## src/rtl/core/vfld_pkg.sv

```systemverilog
// Shared constants, codes and types of the video frame lag dropper.
`timescale 1ns / 1ps

package vfld_pkg;

    // Time arithmetic width; sums and differences wrap here, compares are signed
    localparam int TIME_BITS      = 48;
    localparam int COUNT_BITS     = 32;
    localparam int ARRIVAL_BITS   = 47;
    localparam int STAMP_BITS     = 48;
    localparam int LIMIT_BITS     = 16;
    localparam int NUM_BITS       = 16;
    localparam int DEN_BITS       = 32;
    localparam int CFG_DATA_BITS  = 32;
    localparam int CFG_INDEX_BITS = 3;
    localparam int MS_PER_S       = 1000;

    // Timestamp conversion datapath
    localparam int SCALE_BITS = 26;                       // 1000 * 65535 fits
    localparam int HALF_BITS  = STAMP_BITS / 2;
    localparam int PART_BITS  = HALF_BITS + SCALE_BITS;
    localparam int PROD_BITS  = STAMP_BITS + SCALE_BITS;
    localparam int REM_BITS   = DEN_BITS + 1;
    localparam int DIV_STEPS  = STAMP_BITS / 2;           // two quotient bits a cycle
    localparam int STEP_BITS  = $clog2(DIV_STEPS);

    // Queue between front and back
    localparam int QUEUE_DEPTH = 2;
    localparam int QPTR_BITS   = $clog2(QUEUE_DEPTH);
    localparam int QCNT_BITS   = $clog2(QUEUE_DEPTH + 1);

    // Reset values of the configuration registers
    localparam logic [LIMIT_BITS-1:0] RENDER_LAG_RESET = LIMIT_BITS'(300);
    localparam logic [LIMIT_BITS-1:0] RESET_LAG_RESET  = LIMIT_BITS'(5000);
    localparam logic [LIMIT_BITS-1:0] WARMUP_RESET     = LIMIT_BITS'(2000);
    localparam logic [NUM_BITS-1:0]   TB_NUM_RESET     = NUM_BITS'(1);
    localparam logic [DEN_BITS-1:0]   TB_DEN_RESET     = DEN_BITS'(90000);

    typedef enum logic [1:0] {
        CMD_FRAME    = 2'd0,
        CMD_CONSUMED = 2'd1,
        CMD_START    = 2'd2,
        CMD_UNUSED   = 2'd3
    } cmd_t;

    typedef enum logic [2:0] {
        ACT_RENDER    = 3'd0,
        ACT_DROP_LATE = 3'd1,
        ACT_DROP_BUSY = 3'd2,
        ACT_FLUSH     = 3'd3,
        ACT_NONE      = 3'd4
    } action_t;

    typedef enum logic [CFG_INDEX_BITS-1:0] {
        CFG_RENDER_LAG = 3'd0,
        CFG_RESET_LAG  = 3'd1,
        CFG_WARMUP     = 3'd2,
        CFG_TB_NUM     = 3'd3,
        CFG_TB_DEN     = 3'd4
    } cfg_idx_t;

    // Work class decided by the front
    typedef enum logic [2:0] {
        KIND_STAMPED,
        KIND_BARE,
        KIND_CONSUMED,
        KIND_START,
        KIND_IGNORE
    } kind_t;

    typedef struct packed {
        kind_t                   kind;
        logic [ARRIVAL_BITS-1:0] arrival_ms;
        logic [STAMP_BITS-1:0]   raw_stamp;
    } item_t;

    typedef struct packed {
        logic [LIMIT_BITS-1:0] render_lag_limit_ms;
        logic [LIMIT_BITS-1:0] reset_lag_limit_ms;
        logic [LIMIT_BITS-1:0] warmup_window_ms;
        logic [NUM_BITS-1:0]   timebase_numerator;
        logic [DEN_BITS-1:0]   timebase_denominator;
    } cfg_t;

    // Handshake between queue and back
    typedef struct packed {
        logic  valid;
        item_t item;
    } queue_out_t;

    typedef enum logic [2:0] {
        ST_IDLE,
        ST_CONVERT,
        ST_REBASE,
        ST_SUM,
        ST_LAG,
        ST_DECIDE
    } back_state_t;

    typedef enum logic [2:0] {
        CV_IDLE,
        CV_MUL_LO,
        CV_MUL_HI,
        CV_DIV_INIT,
        CV_DIV,
        CV_SAT
    } conv_state_t;

endpackage

```

## src/rtl/core/vfld_front.sv

```systemverilog
// Front end: accept transactions, classify them and queue them for the back end.
`timescale 1ns / 1ps

module vfld_front (
    input  logic                                  clk,
    input  logic                                  rst_n,
    input  logic                                  in_valid,
    output logic                                  in_ready,
    input  logic [1:0]                            command,
    input  logic [vfld_pkg::ARRIVAL_BITS-1:0]     arrival_ms,
    input  logic                                  stamp_valid,
    input  logic signed [vfld_pkg::STAMP_BITS-1:0] raw_stamp,
    output vfld_pkg::queue_out_t                  q_out,
    input  logic                                  pop
);

    vfld_pkg::item_t                    entry_reg [vfld_pkg::QUEUE_DEPTH];
    logic [vfld_pkg::QPTR_BITS-1:0]     wr_ptr_reg, wr_ptr_next;
    logic [vfld_pkg::QPTR_BITS-1:0]     rd_ptr_reg, rd_ptr_next;
    logic [vfld_pkg::QCNT_BITS-1:0]     cnt_reg, cnt_next;
    logic                               push;
    vfld_pkg::item_t                    new_item;

    assign in_ready = (cnt_reg < vfld_pkg::QCNT_BITS'(vfld_pkg::QUEUE_DEPTH));
    assign push     = in_valid && in_ready;

    // Classify the incoming transaction
    always_comb
    begin
        new_item.arrival_ms = arrival_ms;
        new_item.raw_stamp  = raw_stamp;
        unique case (vfld_pkg::cmd_t'(command))
            vfld_pkg::CMD_FRAME:
                new_item.kind = stamp_valid ? vfld_pkg::KIND_STAMPED : vfld_pkg::KIND_BARE;
            vfld_pkg::CMD_CONSUMED: new_item.kind = vfld_pkg::KIND_CONSUMED;
            vfld_pkg::CMD_START:    new_item.kind = vfld_pkg::KIND_START;
            default:                new_item.kind = vfld_pkg::KIND_IGNORE;
        endcase
    end

    // Advance pointers and fill count
    always_comb
    begin
        wr_ptr_next = wr_ptr_reg;
        rd_ptr_next = rd_ptr_reg;
        cnt_next    = cnt_reg;
        if (push)
        begin
            wr_ptr_next = (wr_ptr_reg == vfld_pkg::QPTR_BITS'(vfld_pkg::QUEUE_DEPTH - 1))
                          ? '0 : wr_ptr_reg + 1'b1;
        end
        if (pop)
        begin
            rd_ptr_next = (rd_ptr_reg == vfld_pkg::QPTR_BITS'(vfld_pkg::QUEUE_DEPTH - 1))
                          ? '0 : rd_ptr_reg + 1'b1;
        end
        if (push && !pop)
        begin
            cnt_next = cnt_reg + 1'b1;
        end
        else if (pop && !push)
        begin
            cnt_next = cnt_reg - 1'b1;
        end
    end

    always_ff @(posedge clk or negedge rst_n)
    begin
        if (!rst_n)
        begin
            wr_ptr_reg <= '0;
            rd_ptr_reg <= '0;
            cnt_reg    <= '0;
        end
        else
        begin
            wr_ptr_reg <= wr_ptr_next;
            rd_ptr_reg <= rd_ptr_next;
            cnt_reg    <= cnt_next;
        end
    end

    // Queue storage
    always_ff @(posedge clk)
    begin
        if (push)
        begin
            entry_reg[wr_ptr_reg] <= new_item;
        end
    end

    assign q_out.valid = (cnt_reg != '0);
    assign q_out.item  = entry_reg[rd_ptr_reg];

`ifndef SYNTHESIS
    a_cnt_bound: assert property (@(posedge clk) disable iff (!rst_n)
        cnt_reg <= vfld_pkg::QCNT_BITS'(vfld_pkg::QUEUE_DEPTH))
        else $error("queue fill count above depth");
    a_pop_nonempty: assert property (@(posedge clk) disable iff (!rst_n)
        pop |-> (cnt_reg != '0))
        else $error("pop from empty queue");
`endif

endmodule

```

## src/rtl/core/vfld_conv.sv

```systemverilog
// Timestamp converter: raw stamp * 1000 * num / den in ms, iterative, saturating.
`timescale 1ns / 1ps

module vfld_conv (
    input  logic                               clk,
    input  logic                               rst_n,
    input  logic                               start,
    input  logic [vfld_pkg::STAMP_BITS-1:0]    raw_stamp,
    input  vfld_pkg::cfg_t                     cfg,
    output logic                               done,
    output logic [vfld_pkg::TIME_BITS-1:0]     pts_ms
);

    localparam int SB = vfld_pkg::STAMP_BITS;
    localparam int TB = vfld_pkg::TIME_BITS;

    vfld_pkg::conv_state_t              state_reg, state_next;
    logic                               neg_reg, neg_next;
    logic [SB-1:0]                      mag_reg, mag_next;
    logic [vfld_pkg::SCALE_BITS-1:0]    k_reg, k_next;
    logic [vfld_pkg::DEN_BITS-1:0]      den_reg, den_next;
    logic [vfld_pkg::PROD_BITS-1:0]     prod_reg, prod_next;
    logic [vfld_pkg::REM_BITS-1:0]      rem_reg, rem_next;
    logic [SB-1:0]                      quo_reg, quo_next;
    logic [vfld_pkg::STEP_BITS-1:0]     step_reg, step_next;
    logic                               over_reg, over_next;
    logic [TB-1:0]                      pts_reg, pts_next;
    logic                               done_reg, done_next;

    logic [vfld_pkg::HALF_BITS-1:0]     mul_a;
    logic [vfld_pkg::PART_BITS-1:0]     part_prod;
    logic [vfld_pkg::REM_BITS-1:0]      den_ext;
    logic [vfld_pkg::REM_BITS-1:0]      r1, r1s, r2, r2s;
    logic                               q1, q2;
    logic [SB-1:0]                      mag_in;

    assign mag_in = raw_stamp[SB-1] ? (~raw_stamp + 1'b1) : raw_stamp;

    // One shared multiplier for both halves of the magnitude
    assign mul_a     = (state_reg == vfld_pkg::CV_MUL_LO)
                       ? mag_reg[vfld_pkg::HALF_BITS-1:0]
                       : mag_reg[SB-1:vfld_pkg::HALF_BITS];
    assign part_prod = vfld_pkg::PART_BITS'(mul_a) * vfld_pkg::PART_BITS'(k_reg);

    // Two restoring division steps per cycle
    assign den_ext = vfld_pkg::REM_BITS'(den_reg);
    assign r1  = {rem_reg[vfld_pkg::DEN_BITS-1:0], prod_reg[SB-1]};
    assign q1  = (r1 >= den_ext);
    assign r1s = q1 ? (r1 - den_ext) : r1;
    assign r2  = {r1s[vfld_pkg::DEN_BITS-1:0], prod_reg[SB-2]};
    assign q2  = (r2 >= den_ext);
    assign r2s = q2 ? (r2 - den_ext) : r2;

    always_comb
    begin
        state_next = state_reg;
        neg_next   = neg_reg;
        mag_next   = mag_reg;
        k_next     = k_reg;
        den_next   = den_reg;
        prod_next  = prod_reg;
        rem_next   = rem_reg;
        quo_next   = quo_reg;
        step_next  = step_reg;
        over_next  = over_reg;
        pts_next   = pts_reg;
        done_next  = 1'b0;
        unique case (state_reg)
            vfld_pkg::CV_IDLE:
            begin
                if (start)
                begin
                    neg_next   = raw_stamp[SB-1];
                    mag_next   = mag_in;
                    k_next     = vfld_pkg::SCALE_BITS'(cfg.timebase_numerator)
                                 * vfld_pkg::SCALE_BITS'(vfld_pkg::MS_PER_S);
                    // Zero denominator counts as one
                    den_next   = (cfg.timebase_denominator == '0)
                                 ? vfld_pkg::DEN_BITS'(1) : cfg.timebase_denominator;
                    state_next = vfld_pkg::CV_MUL_LO;
                end
            end
            vfld_pkg::CV_MUL_LO:
            begin
                prod_next  = vfld_pkg::PROD_BITS'(part_prod);
                state_next = vfld_pkg::CV_MUL_HI;
            end
            vfld_pkg::CV_MUL_HI:
            begin
                prod_next  = prod_reg
                             + (vfld_pkg::PROD_BITS'(part_prod) << vfld_pkg::HALF_BITS);
                state_next = vfld_pkg::CV_DIV_INIT;
            end
            vfld_pkg::CV_DIV_INIT:
            begin
                // Quotient reaches 2^48 exactly when the top part is not below den
                rem_next   = vfld_pkg::REM_BITS'(prod_reg[vfld_pkg::PROD_BITS-1:SB]);
                over_next  = (vfld_pkg::REM_BITS'(prod_reg[vfld_pkg::PROD_BITS-1:SB])
                              >= den_ext);
                quo_next   = '0;
                step_next  = '0;
                state_next = vfld_pkg::CV_DIV;
            end
            vfld_pkg::CV_DIV:
            begin
                rem_next  = r2s;
                quo_next  = {quo_reg[SB-3:0], q1, q2};
                prod_next = {prod_reg[vfld_pkg::PROD_BITS-1:SB], prod_reg[SB-3:0], 2'b00};
                step_next = step_reg + 1'b1;
                if (step_reg == vfld_pkg::STEP_BITS'(vfld_pkg::DIV_STEPS - 1))
                begin
                    state_next = vfld_pkg::CV_SAT;
                end
            end
            vfld_pkg::CV_SAT:
            begin
                // Clamp to the signed time range
                if (neg_reg)
                begin
                    if (over_reg || (quo_reg > {1'b1, {(SB-1){1'b0}}}))
                    begin
                        pts_next = {1'b1, {(TB-1){1'b0}}};
                    end
                    else
                    begin
                        pts_next = TB'(~quo_reg + 1'b1);
                    end
                end
                else
                begin
                    if (over_reg || quo_reg[SB-1])
                    begin
                        pts_next = {1'b0, {(TB-1){1'b1}}};
                    end
                    else
                    begin
                        pts_next = TB'(quo_reg);
                    end
                end
                done_next  = 1'b1;
                state_next = vfld_pkg::CV_IDLE;
            end
            default:
            begin
                state_next = vfld_pkg::CV_IDLE;
            end
        endcase
    end

    always_ff @(posedge clk or negedge rst_n)
    begin
        if (!rst_n)
        begin
            state_reg <= vfld_pkg::CV_IDLE;
            done_reg  <= 1'b0;
        end
        else
        begin
            state_reg <= state_next;
            done_reg  <= done_next;
        end
    end

    // Datapath registers
    always_ff @(posedge clk)
    begin
        neg_reg  <= neg_next;
        mag_reg  <= mag_next;
        k_reg    <= k_next;
        den_reg  <= den_next;
        prod_reg <= prod_next;
        rem_reg  <= rem_next;
        quo_reg  <= quo_next;
        step_reg <= step_next;
        over_reg <= over_next;
        pts_reg  <= pts_next;
    end

    assign done   = done_reg;
    assign pts_ms = pts_reg;

`ifndef SYNTHESIS
    a_start_idle: assert property (@(posedge clk) disable iff (!rst_n)
        start |-> (state_reg == vfld_pkg::CV_IDLE))
        else $error("conversion started while busy");
`endif

endmodule

```

## src/rtl/core/vfld_back.sv

```systemverilog
// Back end: reference tracking, lag measurement, frame decision and result register.
`timescale 1ns / 1ps

module vfld_back (
    input  logic                                   clk,
    input  logic                                   rst_n,
    input  vfld_pkg::cfg_t                         cfg,
    input  vfld_pkg::queue_out_t                   q_out,
    output logic                                   pop,
    output logic                                   conv_start,
    output logic [vfld_pkg::STAMP_BITS-1:0]        conv_raw,
    input  logic                                   conv_done,
    input  logic [vfld_pkg::TIME_BITS-1:0]         conv_pts,
    output logic                                   out_valid,
    input  logic                                   out_ready,
    output logic [2:0]                             action,
    output logic [vfld_pkg::ARRIVAL_BITS-1:0]      lag_ms,
    output logic signed [vfld_pkg::STAMP_BITS-1:0] stamp_ms,
    output logic [vfld_pkg::COUNT_BITS-1:0]        late_drops,
    output logic [vfld_pkg::COUNT_BITS-1:0]        busy_drops
);

    localparam int TB = vfld_pkg::TIME_BITS;
    localparam int CB = vfld_pkg::COUNT_BITS;
    localparam int AB = vfld_pkg::ARRIVAL_BITS;

    vfld_pkg::back_state_t  state_reg, state_next;
    vfld_pkg::item_t        item_reg, item_next;
    logic [TB-1:0]          pts_reg, pts_next;
    logic [TB-1:0]          d_reg, d_next;
    logic [TB-1:0]          exp_reg, exp_next;
    logic [AB-1:0]          lag_reg, lag_next;

    // Session state
    logic [TB-1:0]          ref_stamp_reg, ref_stamp_next;
    logic [TB-1:0]          ref_wall_reg, ref_wall_next;
    logic [TB-1:0]          warmup_end_reg, warmup_end_next;
    logic [TB-1:0]          last_stamp_reg, last_stamp_next;
    logic                   disp_busy_reg, disp_busy_next;
    logic [CB-1:0]          late_cnt_reg, late_cnt_next;
    logic [CB-1:0]          busy_cnt_reg, busy_cnt_next;

    // Result register
    logic                   out_valid_reg, out_valid_next;
    vfld_pkg::action_t      action_reg, action_next;
    logic [AB-1:0]          lag_out_reg, lag_out_next;
    logic [TB-1:0]          stamp_out_reg, stamp_out_next;
    logic [CB-1:0]          late_out_reg, late_out_next;
    logic [CB-1:0]          busy_out_reg, busy_out_next;

    logic [TB-1:0]          now_ext;
    logic                   rebase;
    logic [TB-1:0]          diff;
    logic                   out_free;
    logic                   restart;
    vfld_pkg::action_t      act;

    assign now_ext  = TB'(item_reg.arrival_ms);
    assign rebase   = ref_stamp_reg[TB-1] || ($signed(pts_reg) < $signed(ref_stamp_reg));
    assign diff     = now_ext - exp_reg;
    assign out_free = !out_valid_reg || out_ready;
    assign conv_raw = q_out.item.raw_stamp;

    always_comb
    begin
        state_next      = state_reg;
        item_next       = item_reg;
        pts_next        = pts_reg;
        d_next          = d_reg;
        exp_next        = exp_reg;
        lag_next        = lag_reg;
        ref_stamp_next  = ref_stamp_reg;
        ref_wall_next   = ref_wall_reg;
        warmup_end_next = warmup_end_reg;
        last_stamp_next = last_stamp_reg;
        disp_busy_next  = disp_busy_reg;
        late_cnt_next   = late_cnt_reg;
        busy_cnt_next   = busy_cnt_reg;
        out_valid_next  = out_valid_reg && !out_ready;
        action_next     = action_reg;
        lag_out_next    = lag_out_reg;
        stamp_out_next  = stamp_out_reg;
        late_out_next   = late_out_reg;
        busy_out_next   = busy_out_reg;
        pop             = 1'b0;
        conv_start      = 1'b0;
        restart         = 1'b0;
        act             = vfld_pkg::ACT_NONE;

        unique case (state_reg)
            vfld_pkg::ST_IDLE:
            begin
                // Take the next queued transaction
                if (q_out.valid)
                begin
                    pop       = 1'b1;
                    item_next = q_out.item;
                    if (q_out.item.kind == vfld_pkg::KIND_STAMPED)
                    begin
                        conv_start = 1'b1;
                        state_next = vfld_pkg::ST_CONVERT;
                    end
                    else
                    begin
                        lag_next   = '0;
                        state_next = vfld_pkg::ST_DECIDE;
                    end
                end
            end
            vfld_pkg::ST_CONVERT:
            begin
                if (conv_done)
                begin
                    pts_next   = conv_pts;
                    state_next = vfld_pkg::ST_REBASE;
                end
            end
            vfld_pkg::ST_REBASE:
            begin
                // Rebase on unset reference or backward time; arm warm-up once
                last_stamp_next = pts_reg;
                if (rebase)
                begin
                    ref_stamp_next = pts_reg;
                    ref_wall_next  = now_ext;
                    if (warmup_end_reg == '0)
                    begin
                        warmup_end_next = now_ext + TB'(cfg.warmup_window_ms);
                    end
                end
                d_next     = rebase ? '0 : (pts_reg - ref_stamp_reg);
                state_next = vfld_pkg::ST_SUM;
            end
            vfld_pkg::ST_SUM:
            begin
                exp_next   = ref_wall_reg + d_reg;
                state_next = vfld_pkg::ST_LAG;
            end
            vfld_pkg::ST_LAG:
            begin
                if ($signed(now_ext) < $signed(warmup_end_reg))
                begin
                    // Warm-up: reference follows every frame
                    ref_stamp_next = pts_reg;
                    ref_wall_next  = now_ext;
                    lag_next       = '0;
                end
                else if (diff[TB-1])
                begin
                    // Early arrival: pull the reference earlier
                    ref_wall_next = ref_wall_reg + diff;
                    lag_next      = '0;
                end
                else
                begin
                    lag_next = AB'(diff);
                end
                state_next = vfld_pkg::ST_DECIDE;
            end
            vfld_pkg::ST_DECIDE:
            begin
                if (out_free)
                begin
                    unique case (item_reg.kind)
                        vfld_pkg::KIND_CONSUMED:
                        begin
                            disp_busy_next = 1'b0;
                        end
                        vfld_pkg::KIND_START:
                        begin
                            // Session start answers with the cleared counters
                            restart       = 1'b1;
                            late_cnt_next = '0;
                            busy_cnt_next = '0;
                        end
                        vfld_pkg::KIND_STAMPED, vfld_pkg::KIND_BARE:
                        begin
                            priority if (lag_reg > AB'(cfg.reset_lag_limit_ms))
                            begin
                                act     = vfld_pkg::ACT_FLUSH;
                                restart = 1'b1;
                            end
                            else if (lag_reg > AB'(cfg.render_lag_limit_ms))
                            begin
                                act = vfld_pkg::ACT_DROP_LATE;
                                if (late_cnt_reg != '1)
                                begin
                                    late_cnt_next = late_cnt_reg + 1'b1;
                                end
                            end
                            else if (disp_busy_reg)
                            begin
                                act = vfld_pkg::ACT_DROP_BUSY;
                                if (busy_cnt_reg != '1)
                                begin
                                    busy_cnt_next = busy_cnt_reg + 1'b1;
                                end
                            end
                            else
                            begin
                                act            = vfld_pkg::ACT_RENDER;
                                disp_busy_next = 1'b1;
                            end
                        end
                        default:
                        begin
                            act = vfld_pkg::ACT_NONE;
                        end
                    endcase

                    // Load the result with the counters of this session
                    out_valid_next = 1'b1;
                    action_next    = act;
                    lag_out_next   = lag_reg;
                    stamp_out_next = last_stamp_reg;
                    late_out_next  = late_cnt_next;
                    busy_out_next  = busy_cnt_next;

                    // Drop the session on flush or start
                    if (restart)
                    begin
                        disp_busy_next  = 1'b0;
                        ref_stamp_next  = '1;
                        ref_wall_next   = '0;
                        warmup_end_next = '0;
                        late_cnt_next   = '0;
                        busy_cnt_next   = '0;
                    end
                    state_next = vfld_pkg::ST_IDLE;
                end
            end
            default:
            begin
                state_next = vfld_pkg::ST_IDLE;
            end
        endcase
    end

    always_ff @(posedge clk or negedge rst_n)
    begin
        if (!rst_n)
        begin
            state_reg      <= vfld_pkg::ST_IDLE;
            ref_stamp_reg  <= '1;
            ref_wall_reg   <= '0;
            warmup_end_reg <= '0;
            last_stamp_reg <= '0;
            disp_busy_reg  <= 1'b0;
            late_cnt_reg   <= '0;
            busy_cnt_reg   <= '0;
            out_valid_reg  <= 1'b0;
        end
        else
        begin
            state_reg      <= state_next;
            ref_stamp_reg  <= ref_stamp_next;
            ref_wall_reg   <= ref_wall_next;
            warmup_end_reg <= warmup_end_next;
            last_stamp_reg <= last_stamp_next;
            disp_busy_reg  <= disp_busy_next;
            late_cnt_reg   <= late_cnt_next;
            busy_cnt_reg   <= busy_cnt_next;
            out_valid_reg  <= out_valid_next;
        end
    end

    // Working and result payload
    always_ff @(posedge clk)
    begin
        item_reg      <= item_next;
        pts_reg       <= pts_next;
        d_reg         <= d_next;
        exp_reg       <= exp_next;
        lag_reg       <= lag_next;
        action_reg    <= action_next;
        lag_out_reg   <= lag_out_next;
        stamp_out_reg <= stamp_out_next;
        late_out_reg  <= late_out_next;
        busy_out_reg  <= busy_out_next;
    end

    assign out_valid  = out_valid_reg;
    assign action     = action_reg;
    assign lag_ms     = lag_out_reg;
    assign stamp_ms   = stamp_out_reg;
    assign late_drops = late_out_reg;
    assign busy_drops = busy_out_reg;

`ifndef SYNTHESIS
    a_load_from_decide: assert property (@(posedge clk) disable iff (!rst_n)
        $rose(out_valid_reg) |-> $past(state_reg == vfld_pkg::ST_DECIDE))
        else $error("result loaded outside decision step");
    a_done_expected: assert property (@(posedge clk) disable iff (!rst_n)
        conv_done |-> (state_reg == vfld_pkg::ST_CONVERT))
        else $error("conversion finished while not waiting for it");
`endif

endmodule

```

## src/rtl/core/video_frame_lag_dropper_unit.sv

```systemverilog
// Video frame lag dropper: configuration registers, front queue, converter and back end.
//
// Usage:
//   Input channel (in_valid/in_ready) carries command, arrival_ms, stamp_valid
//   and raw_stamp. Every transaction yields exactly one result on the output
//   channel (out_valid/out_ready): action, lag_ms, stamp_ms, late_drops and
//   busy_drops. Configuration is written through cfg_we/cfg_index/cfg_data
//   while the block is idle; indexes beyond the register list are ignored.
//   A stamped frame passes from acceptance to out_valid through dequeue,
//   two multiply steps, one setup step, 24 divide steps (two bits a
//   cycle), clamp, handover, then rebase, sum, lag and decide. Other
//   transactions go from dequeue straight to decide. The back end takes
//   one transaction at a time; a two-entry queue in front lets the sender
//   hand over transactions while the back end is busy.
//   Reset: configuration returns to 300/5000/2000 ms, time base 1/90000;
//   the session is cleared and the reference is unset.
//   Receiver stall: the result register holds until taken; the back end
//   waits in its decision step and the queue fills, then in_ready drops.
`timescale 1ns / 1ps

module video_frame_lag_dropper_unit (
    input  logic                                       clk,
    input  logic                                       rst_n,
    input  logic                                       cfg_we,
    input  logic [vfld_pkg::CFG_INDEX_BITS-1:0]        cfg_index,
    input  logic [vfld_pkg::CFG_DATA_BITS-1:0]         cfg_data,
    input  logic                                       in_valid,
    output logic                                       in_ready,
    input  logic [1:0]                                 command,
    input  logic [vfld_pkg::ARRIVAL_BITS-1:0]          arrival_ms,
    input  logic                                       stamp_valid,
    input  logic signed [vfld_pkg::STAMP_BITS-1:0]     raw_stamp,
    output logic                                       out_valid,
    input  logic                                       out_ready,
    output logic [2:0]                                 action,
    output logic [vfld_pkg::ARRIVAL_BITS-1:0]          lag_ms,
    output logic signed [vfld_pkg::STAMP_BITS-1:0]     stamp_ms,
    output logic [vfld_pkg::COUNT_BITS-1:0]            late_drops,
    output logic [vfld_pkg::COUNT_BITS-1:0]            busy_drops
);

    vfld_pkg::cfg_t                          cfg_reg;
    vfld_pkg::queue_out_t                    q_out;
    logic                                    pop;
    logic                                    conv_start;
    logic [vfld_pkg::STAMP_BITS-1:0]         conv_raw;
    logic                                    conv_done;
    logic [vfld_pkg::TIME_BITS-1:0]          conv_pts;

    // Configuration register file
    always_ff @(posedge clk or negedge rst_n)
    begin
        if (!rst_n)
        begin
            cfg_reg.render_lag_limit_ms  <= vfld_pkg::RENDER_LAG_RESET;
            cfg_reg.reset_lag_limit_ms   <= vfld_pkg::RESET_LAG_RESET;
            cfg_reg.warmup_window_ms     <= vfld_pkg::WARMUP_RESET;
            cfg_reg.timebase_numerator   <= vfld_pkg::TB_NUM_RESET;
            cfg_reg.timebase_denominator <= vfld_pkg::TB_DEN_RESET;
        end
        else if (cfg_we)
        begin
            unique case (vfld_pkg::cfg_idx_t'(cfg_index))
                vfld_pkg::CFG_RENDER_LAG:
                    cfg_reg.render_lag_limit_ms <= cfg_data[vfld_pkg::LIMIT_BITS-1:0];
                vfld_pkg::CFG_RESET_LAG:
                    cfg_reg.reset_lag_limit_ms <= cfg_data[vfld_pkg::LIMIT_BITS-1:0];
                vfld_pkg::CFG_WARMUP:
                    cfg_reg.warmup_window_ms <= cfg_data[vfld_pkg::LIMIT_BITS-1:0];
                vfld_pkg::CFG_TB_NUM:
                    cfg_reg.timebase_numerator <= cfg_data[vfld_pkg::NUM_BITS-1:0];
                vfld_pkg::CFG_TB_DEN:
                    cfg_reg.timebase_denominator <= cfg_data[vfld_pkg::DEN_BITS-1:0];
                default:
                begin
                    cfg_reg <= cfg_reg;
                end
            endcase
        end
    end

    vfld_front u_front (
        .clk         (clk),
        .rst_n       (rst_n),
        .in_valid    (in_valid),
        .in_ready    (in_ready),
        .command     (command),
        .arrival_ms  (arrival_ms),
        .stamp_valid (stamp_valid),
        .raw_stamp   (raw_stamp),
        .q_out       (q_out),
        .pop         (pop)
    );

    vfld_conv u_conv (
        .clk       (clk),
        .rst_n     (rst_n),
        .start     (conv_start),
        .raw_stamp (conv_raw),
        .cfg       (cfg_reg),
        .done      (conv_done),
        .pts_ms    (conv_pts)
    );

    vfld_back u_back (
        .clk        (clk),
        .rst_n      (rst_n),
        .cfg        (cfg_reg),
        .q_out      (q_out),
        .pop        (pop),
        .conv_start (conv_start),
        .conv_raw   (conv_raw),
        .conv_done  (conv_done),
        .conv_pts   (conv_pts),
        .out_valid  (out_valid),
        .out_ready  (out_ready),
        .action     (action),
        .lag_ms     (lag_ms),
        .stamp_ms   (stamp_ms),
        .late_drops (late_drops),
        .busy_drops (busy_drops)
    );

endmodule

```

## config.mk

```make
export PLATFORM = sky130hd
export DESIGN_NAME = video_frame_lag_dropper_unit
export DESIGN_NICKNAME = d
export VERILOG_FILES = /design/src/rtl/core/vfld_pkg.sv /design/src/rtl/core/vfld_front.sv /design/src/rtl/core/vfld_conv.sv /design/src/rtl/core/vfld_back.sv /design/src/rtl/core/video_frame_lag_dropper_unit.sv
export SDC_FILE = /design/constraint.sdc
export NUM_CORES = 2
export LEC_CHECK = 0
export BUFFER_PORTS_ARGS = -buffer_cell sky130_fd_sc_hd__buf_2
export CAP_MARGIN = 20
export CORE_ASPECT_RATIO = 0.75
export CORE_UTILIZATION = 35
export CTS_CLUSTER_DIAMETER = 60
export DETAILED_ROUTE_END_ITERATION = 8
export SLEW_MARGIN = 10
export SYNTH_ARGS = -nofsm -noshare
export SYNTH_HDL_FRONTEND = slang
export SYNTH_SLANG_ARGS = --single-unit
```

## constraint.sdc

```tcl
create_clock -name clk -period 18.7 [get_ports clk]
set_clock_uncertainty 0.15 [all_clocks]
set_input_delay 1.87 -clock clk [delete_from_list [all_inputs] [get_ports clk]]
set_output_delay 1.87 -clock clk [all_outputs]
set_load 0.01 [all_outputs]
```

-- After elaboration in Yosys (flattened, before gate mapping)
Memories as Yosys holds them, arrays and structs flattened.
Cells that the tools add are included.
- flip-flop bits (word level): 1080
- bits in latches: 0
- RAM bits: 196
- bits in read-only memories: 0
- input port bits: 138
- output and inout bits: 164
- word-level logic and storage cells: 232
- memories kept: 1
- memory list (name ; words ; bits a word ; rd ports ; clocked after Yosys merged registers in ; wr ports ; RTL line ; RTL):
    u_front.entry_reg ; 2 ; 98 ; 1 ; 0 ; 1 ; vfld_front.sv:17 ; vfld_pkg::item_t entry_reg [vfld_pkg::QUEUE_DEPTH];
- $add $sub $neg: 17
- $mul: 2
- divide/modulo/power cells: 0
- order comparisons: 9
- equal/unequal tests: 35
- shift operators: 0
- multiplexer cells: 76
- bitwise gates (word level): 3
- reduce and logical (&&, ||, !) cells: 47
- operator list (kind ; count):
    48-bit two-way mux ; 14
    32-bit two-way mux ; 11
    48-bit case mux with 3 select lines ; 2
    47-bit two-way mux ; 5
    74-bit case mux with 3 select lines ; 1
    32-bit case mux with 2 select lines ; 3
    48-bit case mux with 2 select lines ; 2
    48-bit by 1-bit adder with 48-bit output, second input constant ; 2
    48-bit adder ; 2
    48-bit less-than comparator ; 2
    48-bit inverter ; 2
    47-bit by 16-bit greater-than comparator with 1-bit output ; 2
    47-bit case mux with 2 select lines ; 1
    74-bit adder ; 1
    33-bit by 32-bit greater-or-equal comparator with 1-bit output ; 2
    32-bit by 1-bit adder with 32-bit output, second input constant ; 2
    32-bit != test, second input constant ; 2
    32-bit subtractor ; 2
    47-bit by 16-bit adder with 48-bit output ; 1
    48-bit greater-than comparator, second input constant ; 1
    48-bit zero test ; 1
    47-bit by 48-bit subtractor with 48-bit output ; 1
    48-bit subtractor ; 1
    24-bit by 23-bit multiplier with 47-bit output ; 1
    39 further kinds ; 125

-- Logic depth before layout (Yosys ltp)
- depth in word-level cells: 8
- depth in mapped cells: 44

-- By module
Synthesis repeated with hierarchy kept, for this count alone.
- cell total of the unflattened synthesis: 8713
- area, all modules: 92060.8 µm²
- modules (own cells, without submodules) (module ; times used ; cells an instance ; area an instance (µm²)):
    vfld_conv ; 1 ; 4304 ; 40866.7
    vfld_back ; 1 ; 3874 ; 40167.3
    vfld_front ; 1 ; 328 ; 7338.3
    video_frame_lag_dropper_unit ; 1 ; 207 ; 3688.5

-- Least setup slack after synthesis
Ideal clock, no wire load.
- path kind: flip-flop to flip-flop
- start: register u_front.rd_ptr_reg
- end: register u_conv.den_reg[0] (netlist bit), enable pin
- setup time: 821 ps
- data arrival time: 12886 ps
- data required time: 17729 ps
- path slack: 4843 ps
- stages on the path, launching flop included: 11
- buffers on the path: 6
- cell sequence: dfrtp_1 > clkbuf_1 > buf_1 > clkbuf_1 > buf_2 > buf_1 > buf_1 > mux2_2 > nor4_1 > nand2b_1 > nor4_1
- RTL lines (item ; RTL line ; RTL):
    start, declared ; vfld_front.sv:19 ; logic [vfld_pkg::QPTR_BITS-1:0] rd_ptr_reg, rd_ptr_next;
    start signal, assigned ; vfld_front.sv:78 ; rd_ptr_reg <= rd_ptr_next;
    end signal, assigned ; vfld_conv.sv:170 ; den_reg <= den_next;
    end, declared ; vfld_conv.sv:21 ; logic [vfld_pkg::DEN_BITS-1:0] den_reg, den_next;

-- Worst setup path in the final report
- start: register u_conv.state_reg[2]
- end: register u_conv.prod_reg[68] (netlist bit) (data pin)
- cells in the longest elaborated chain, start to end: 5
- RTL lines (item ; RTL line ; RTL):
    start, declared ; vfld_conv.sv:17 ; vfld_pkg::conv_state_t state_reg, state_next;
    start signal, assigned ; vfld_conv.sv:154 ; state_reg <= vfld_pkg::CV_IDLE;
    start signal, assigned ; vfld_conv.sv:159 ; state_reg <= state_next;
    3-bit by 1-bit == test with 1-bit output ; vfld_conv.sv:40, vfld_conv.sv:68 ;
    24-bit two-way mux ; vfld_conv.sv:41 ; ? mag_reg[vfld_pkg::HALF_BITS-1:0]
    24-bit by 23-bit multiplier with 47-bit output ; vfld_conv.sv:43 ; assign part_prod = vfld_pkg::PART_BITS'(mul_a) * vfld_pkg::PART_BITS'(k_reg);
    74-bit adder ; vfld_conv.sv:91 ; + (vfld_pkg::PROD_BITS'(part_prod) << vfld_pkg::HALF_BITS);
    74-bit case mux with 3 select lines * ; vfld_conv.sv:68 ; unique case (state_reg)
    end signal, assigned ; vfld_conv.sv:171 ; prod_reg <= prod_next;
    end, declared ; vfld_conv.sv:22 ; logic [vfld_pkg::PROD_BITS-1:0] prod_reg, prod_next;
Every way passes the cells marked *; elsewhere a longest branch is shown, timed or not.
A chain may end at the register's enable or synchronous reset.

==> qor.csv <==
stage;metric;value;unit
synthesis;ys_types;84;
global_routing;grt.total_usage;19.7;%
synthesis;synth-compound-area-share;12.5;%
sta;slew_headroom;17.9;%
global_routing;grt_pass1_vias;63843;
layout;layout_common_cells;936 x inv_1, 908 x edfxtp_1, 826 x nand2_1;
synthesis;synth_fa_ha_area_share;20.6;%
sta;finalSetupTns;0;ns
status;status;finished clean;
routing;dr.pass1.iters;6;
setup_path;crit_top_cell;fa_1;
flow_run;maxCapViolCount;0;
sta;final.setup.worst_slack;6.84;ns
routing;routed_wl;259;mm
setup_path;path_max_fanout;55;
layout;largest_reg_flops;196;
sta;max_freq;0.0843;GHz
clock_tree;htreeDepth;4;
synthesis;synthSimpleGateAreaFrac;13.0;%
synthesis;synth_top_area_cell;edfxtp_1;
global_routing;globalRouteMet1Util;30.1;%
placement;pre_cts_slack;6.97;ns
routing;drt_iter0_markers;5755;
layout;drive_gt1_share;11.3;%
clock_tree;numCtsBuffers;155;
global_routing;grt_max_degree;159;
setup_path;worst-setup-path-type;reg -> reg;
sta;worstMarginPinSlew;1.23;ns
layout;final_common_cell;inv_1;
floorplanning;die_area;0.259;mm^2
placement;portBuffers;301;
synthesis;synth_top_family_by_area;adder cells;
synthesis;synthDominantCellAreaShare;30.3;%
global_routing;overflow;0;
routing;drc;0;
floorplanning;core_area;0.255;mm^2
layout;fillers;24571;
synthesis;ys_top_cells_by_area;edfxtp_1 30%, fa_1 12%, ha_1 9.1%;
global_routing;top_usage_layer;met1;
synthesis;synth_area;0.0901;mm^2
floorplanning;start_util;35.4;%
synthesis;synthArstFlopShare;28.7;%
clock_tree;clkLatencyLatePin;0.84;ns
clock_tree;tritoncts;yes;
layout;syn_to_final_growth;11.3;%
clock_tree;clock_path_buffers;4;
sta;drv_slew;0;
synthesis;synthFlopType;edfxtp_1;
layout;final_cell_area;0.100;mm^2
global_routing;antenna_found_initial;44;
sta;period_share;63.4;%
clock_tree;clock_sinks;1273;
synthesis;yosysSeqAreaShare;40.5;%
clock_tree;cts_root_buf;clkbuf_16;
synthesis;syn_area_per_cell;10.5;um^2
sta;min_period;11.86;ns
routing;routedWlPerCell;21.0;um
synthesis;synth-xor-area-share;4.04;%
global_routing;grtUsageMet2;28.0;%
layout;finalNetCount;10095;
synthesis;netlist_instances;8614;
setup_path;cp_data_required_time;19.09;ns
routing;vias;65588;
placement;gp_congestion;0.929;
setup_path;crit_path_start_kind;flip-flop;
sta;setup_viol;0;
routing;postRouteAntennaNets;0;
floorplanning;die_h;441;um
setup_path;cp_slowest_stage_delay;0.69;ns
placement;place_area;0.0952;mm^2
floorplanning;io_pins;302;
synthesis;synth_edf_count;908;
clock_tree;post_cts_buffers;0;
clock_tree;cts.repair.resized;0;
worst_hold_path;hp-class;reg -> reg;
synthesis;muxShareOfSynthArea;3.89;%
synthesis;ys_seq_elements;1273;
placement;dp.final_hpwl;196;mm
global_routing;grt_pass1_wl;394;mm
setup_path;slowest_stage;a211oi_1;
clock_tree;path_clk_slew;0.06;ns
clock_tree;ctsHoldBuffers;0;
global_routing;use_met3;3.76;%
synthesis;ys_warn_count;0;
synthesis;syn_nets;9926;
setup_path;endpoint_kind;flip-flop;
floorplanning;chipWidth;588;um
sta;hold_viol;0;
sta;grt_setup_unrepaired;false;
setup_path;critPathArrivalTime;12.25;ns
routing;via_per_inst;5.33;
floorplanning;rows;160;
cell usage after synthesis (93+ instances only):
master      n
edfxtp_1  908
nand2_1   830
nor3_1    144
inv_1     938
nand3_1   176
xnor2_1   249
fa_1      521
o31ai_1    93
and3_1    112
clkbuf_1  323
ha_1      653
and2_1    320
o21ai_0   464
nor2_1    360
mux2_2    243
dfrtp_1   292
xor2_1    167
a21oi_1   424
a21o_1    261
cell type report:
cell class	count	area, um^2	area share [%]
tap	3402	4260	4.24
clock buffer	198	4200	4.18
sequential	1273	36500	36.4
timing repair buffer	375	2160	2.15
inverter	938	3530	3.52
clock inverter	76	778	0.776
antenna	14	35.0	0.0349
multi-input combinational	6040	48800	48.7
per-layer routing:
layer / routed length, um / vias to the layer above
met5: 64 / -
met4: 6190 / 10
met3: 19500 / 316
met2: 107000 / 2203
met1: 127000 / 32601
li1: - / 30458
through the flow:
stage | util [%] | hold WS (ns) | instances
final | 39.4 | 0.238 | 12316
after global routing | 39.4 | 0.265 | 12312
after CTS | 39.3 | 0.235 | 12297
after detailed placement | 37.4 | 0.255 | 12023
after global placement | 37.4 | 0.252 | 12022
after floorplan | - | 0.250 | 8614
final timing paths:
check                      slack (ns)  cells past startpoint                       startpoint                                  end
min in group asynchronous        0.87                      1                            rst_n              cfg_reg[29]$_DFFE_PN0P_
max in group asynchronous       15.06                      3                            rst_n  u_back.busy_cnt_reg[27]$_DFFE_PN0P_
min reg2reg                      0.24                      0       u_conv.pts_ms[8]$_DFFE_PP_          u_back.pts_reg[8]$_DFFE_PP_
max reg2reg                      6.84                     40  u_conv.state_reg[2]$_DFFE_PN0P_    u_conv.prod_reg[68]$_SDFFCE_PP0P_
max                              6.84                     40  u_conv.state_reg[2]$_DFFE_PN0P_    u_conv.prod_reg[68]$_SDFFCE_PP0P_
min                              0.24                      0       u_conv.pts_ms[8]$_DFFE_PP_          u_back.pts_reg[8]$_DFFE_PP_
kinds of logic after synthesis:
group / after synthesis
compound gates: 1756
buf+inv: 1301
flops: 1273
simple gates: 2374
mux: 320
fa+ha+maj: 1174
xor+xnor: 416
critical path, delay by kind of cell (launching register included):
kind	cells	cell delay [ns]
simple gates	6	0.87
flops	1	0.36
mux	1	0.60
compound gates	14	3.82
fa+ha+maj	9	4.37
buf+inv	8	0.97
xor+xnor	2	0.39
Power is left out: the tool's default activity adds up to more than one toggle a clock period on the data nets, which glitch-free logic cannot reach.
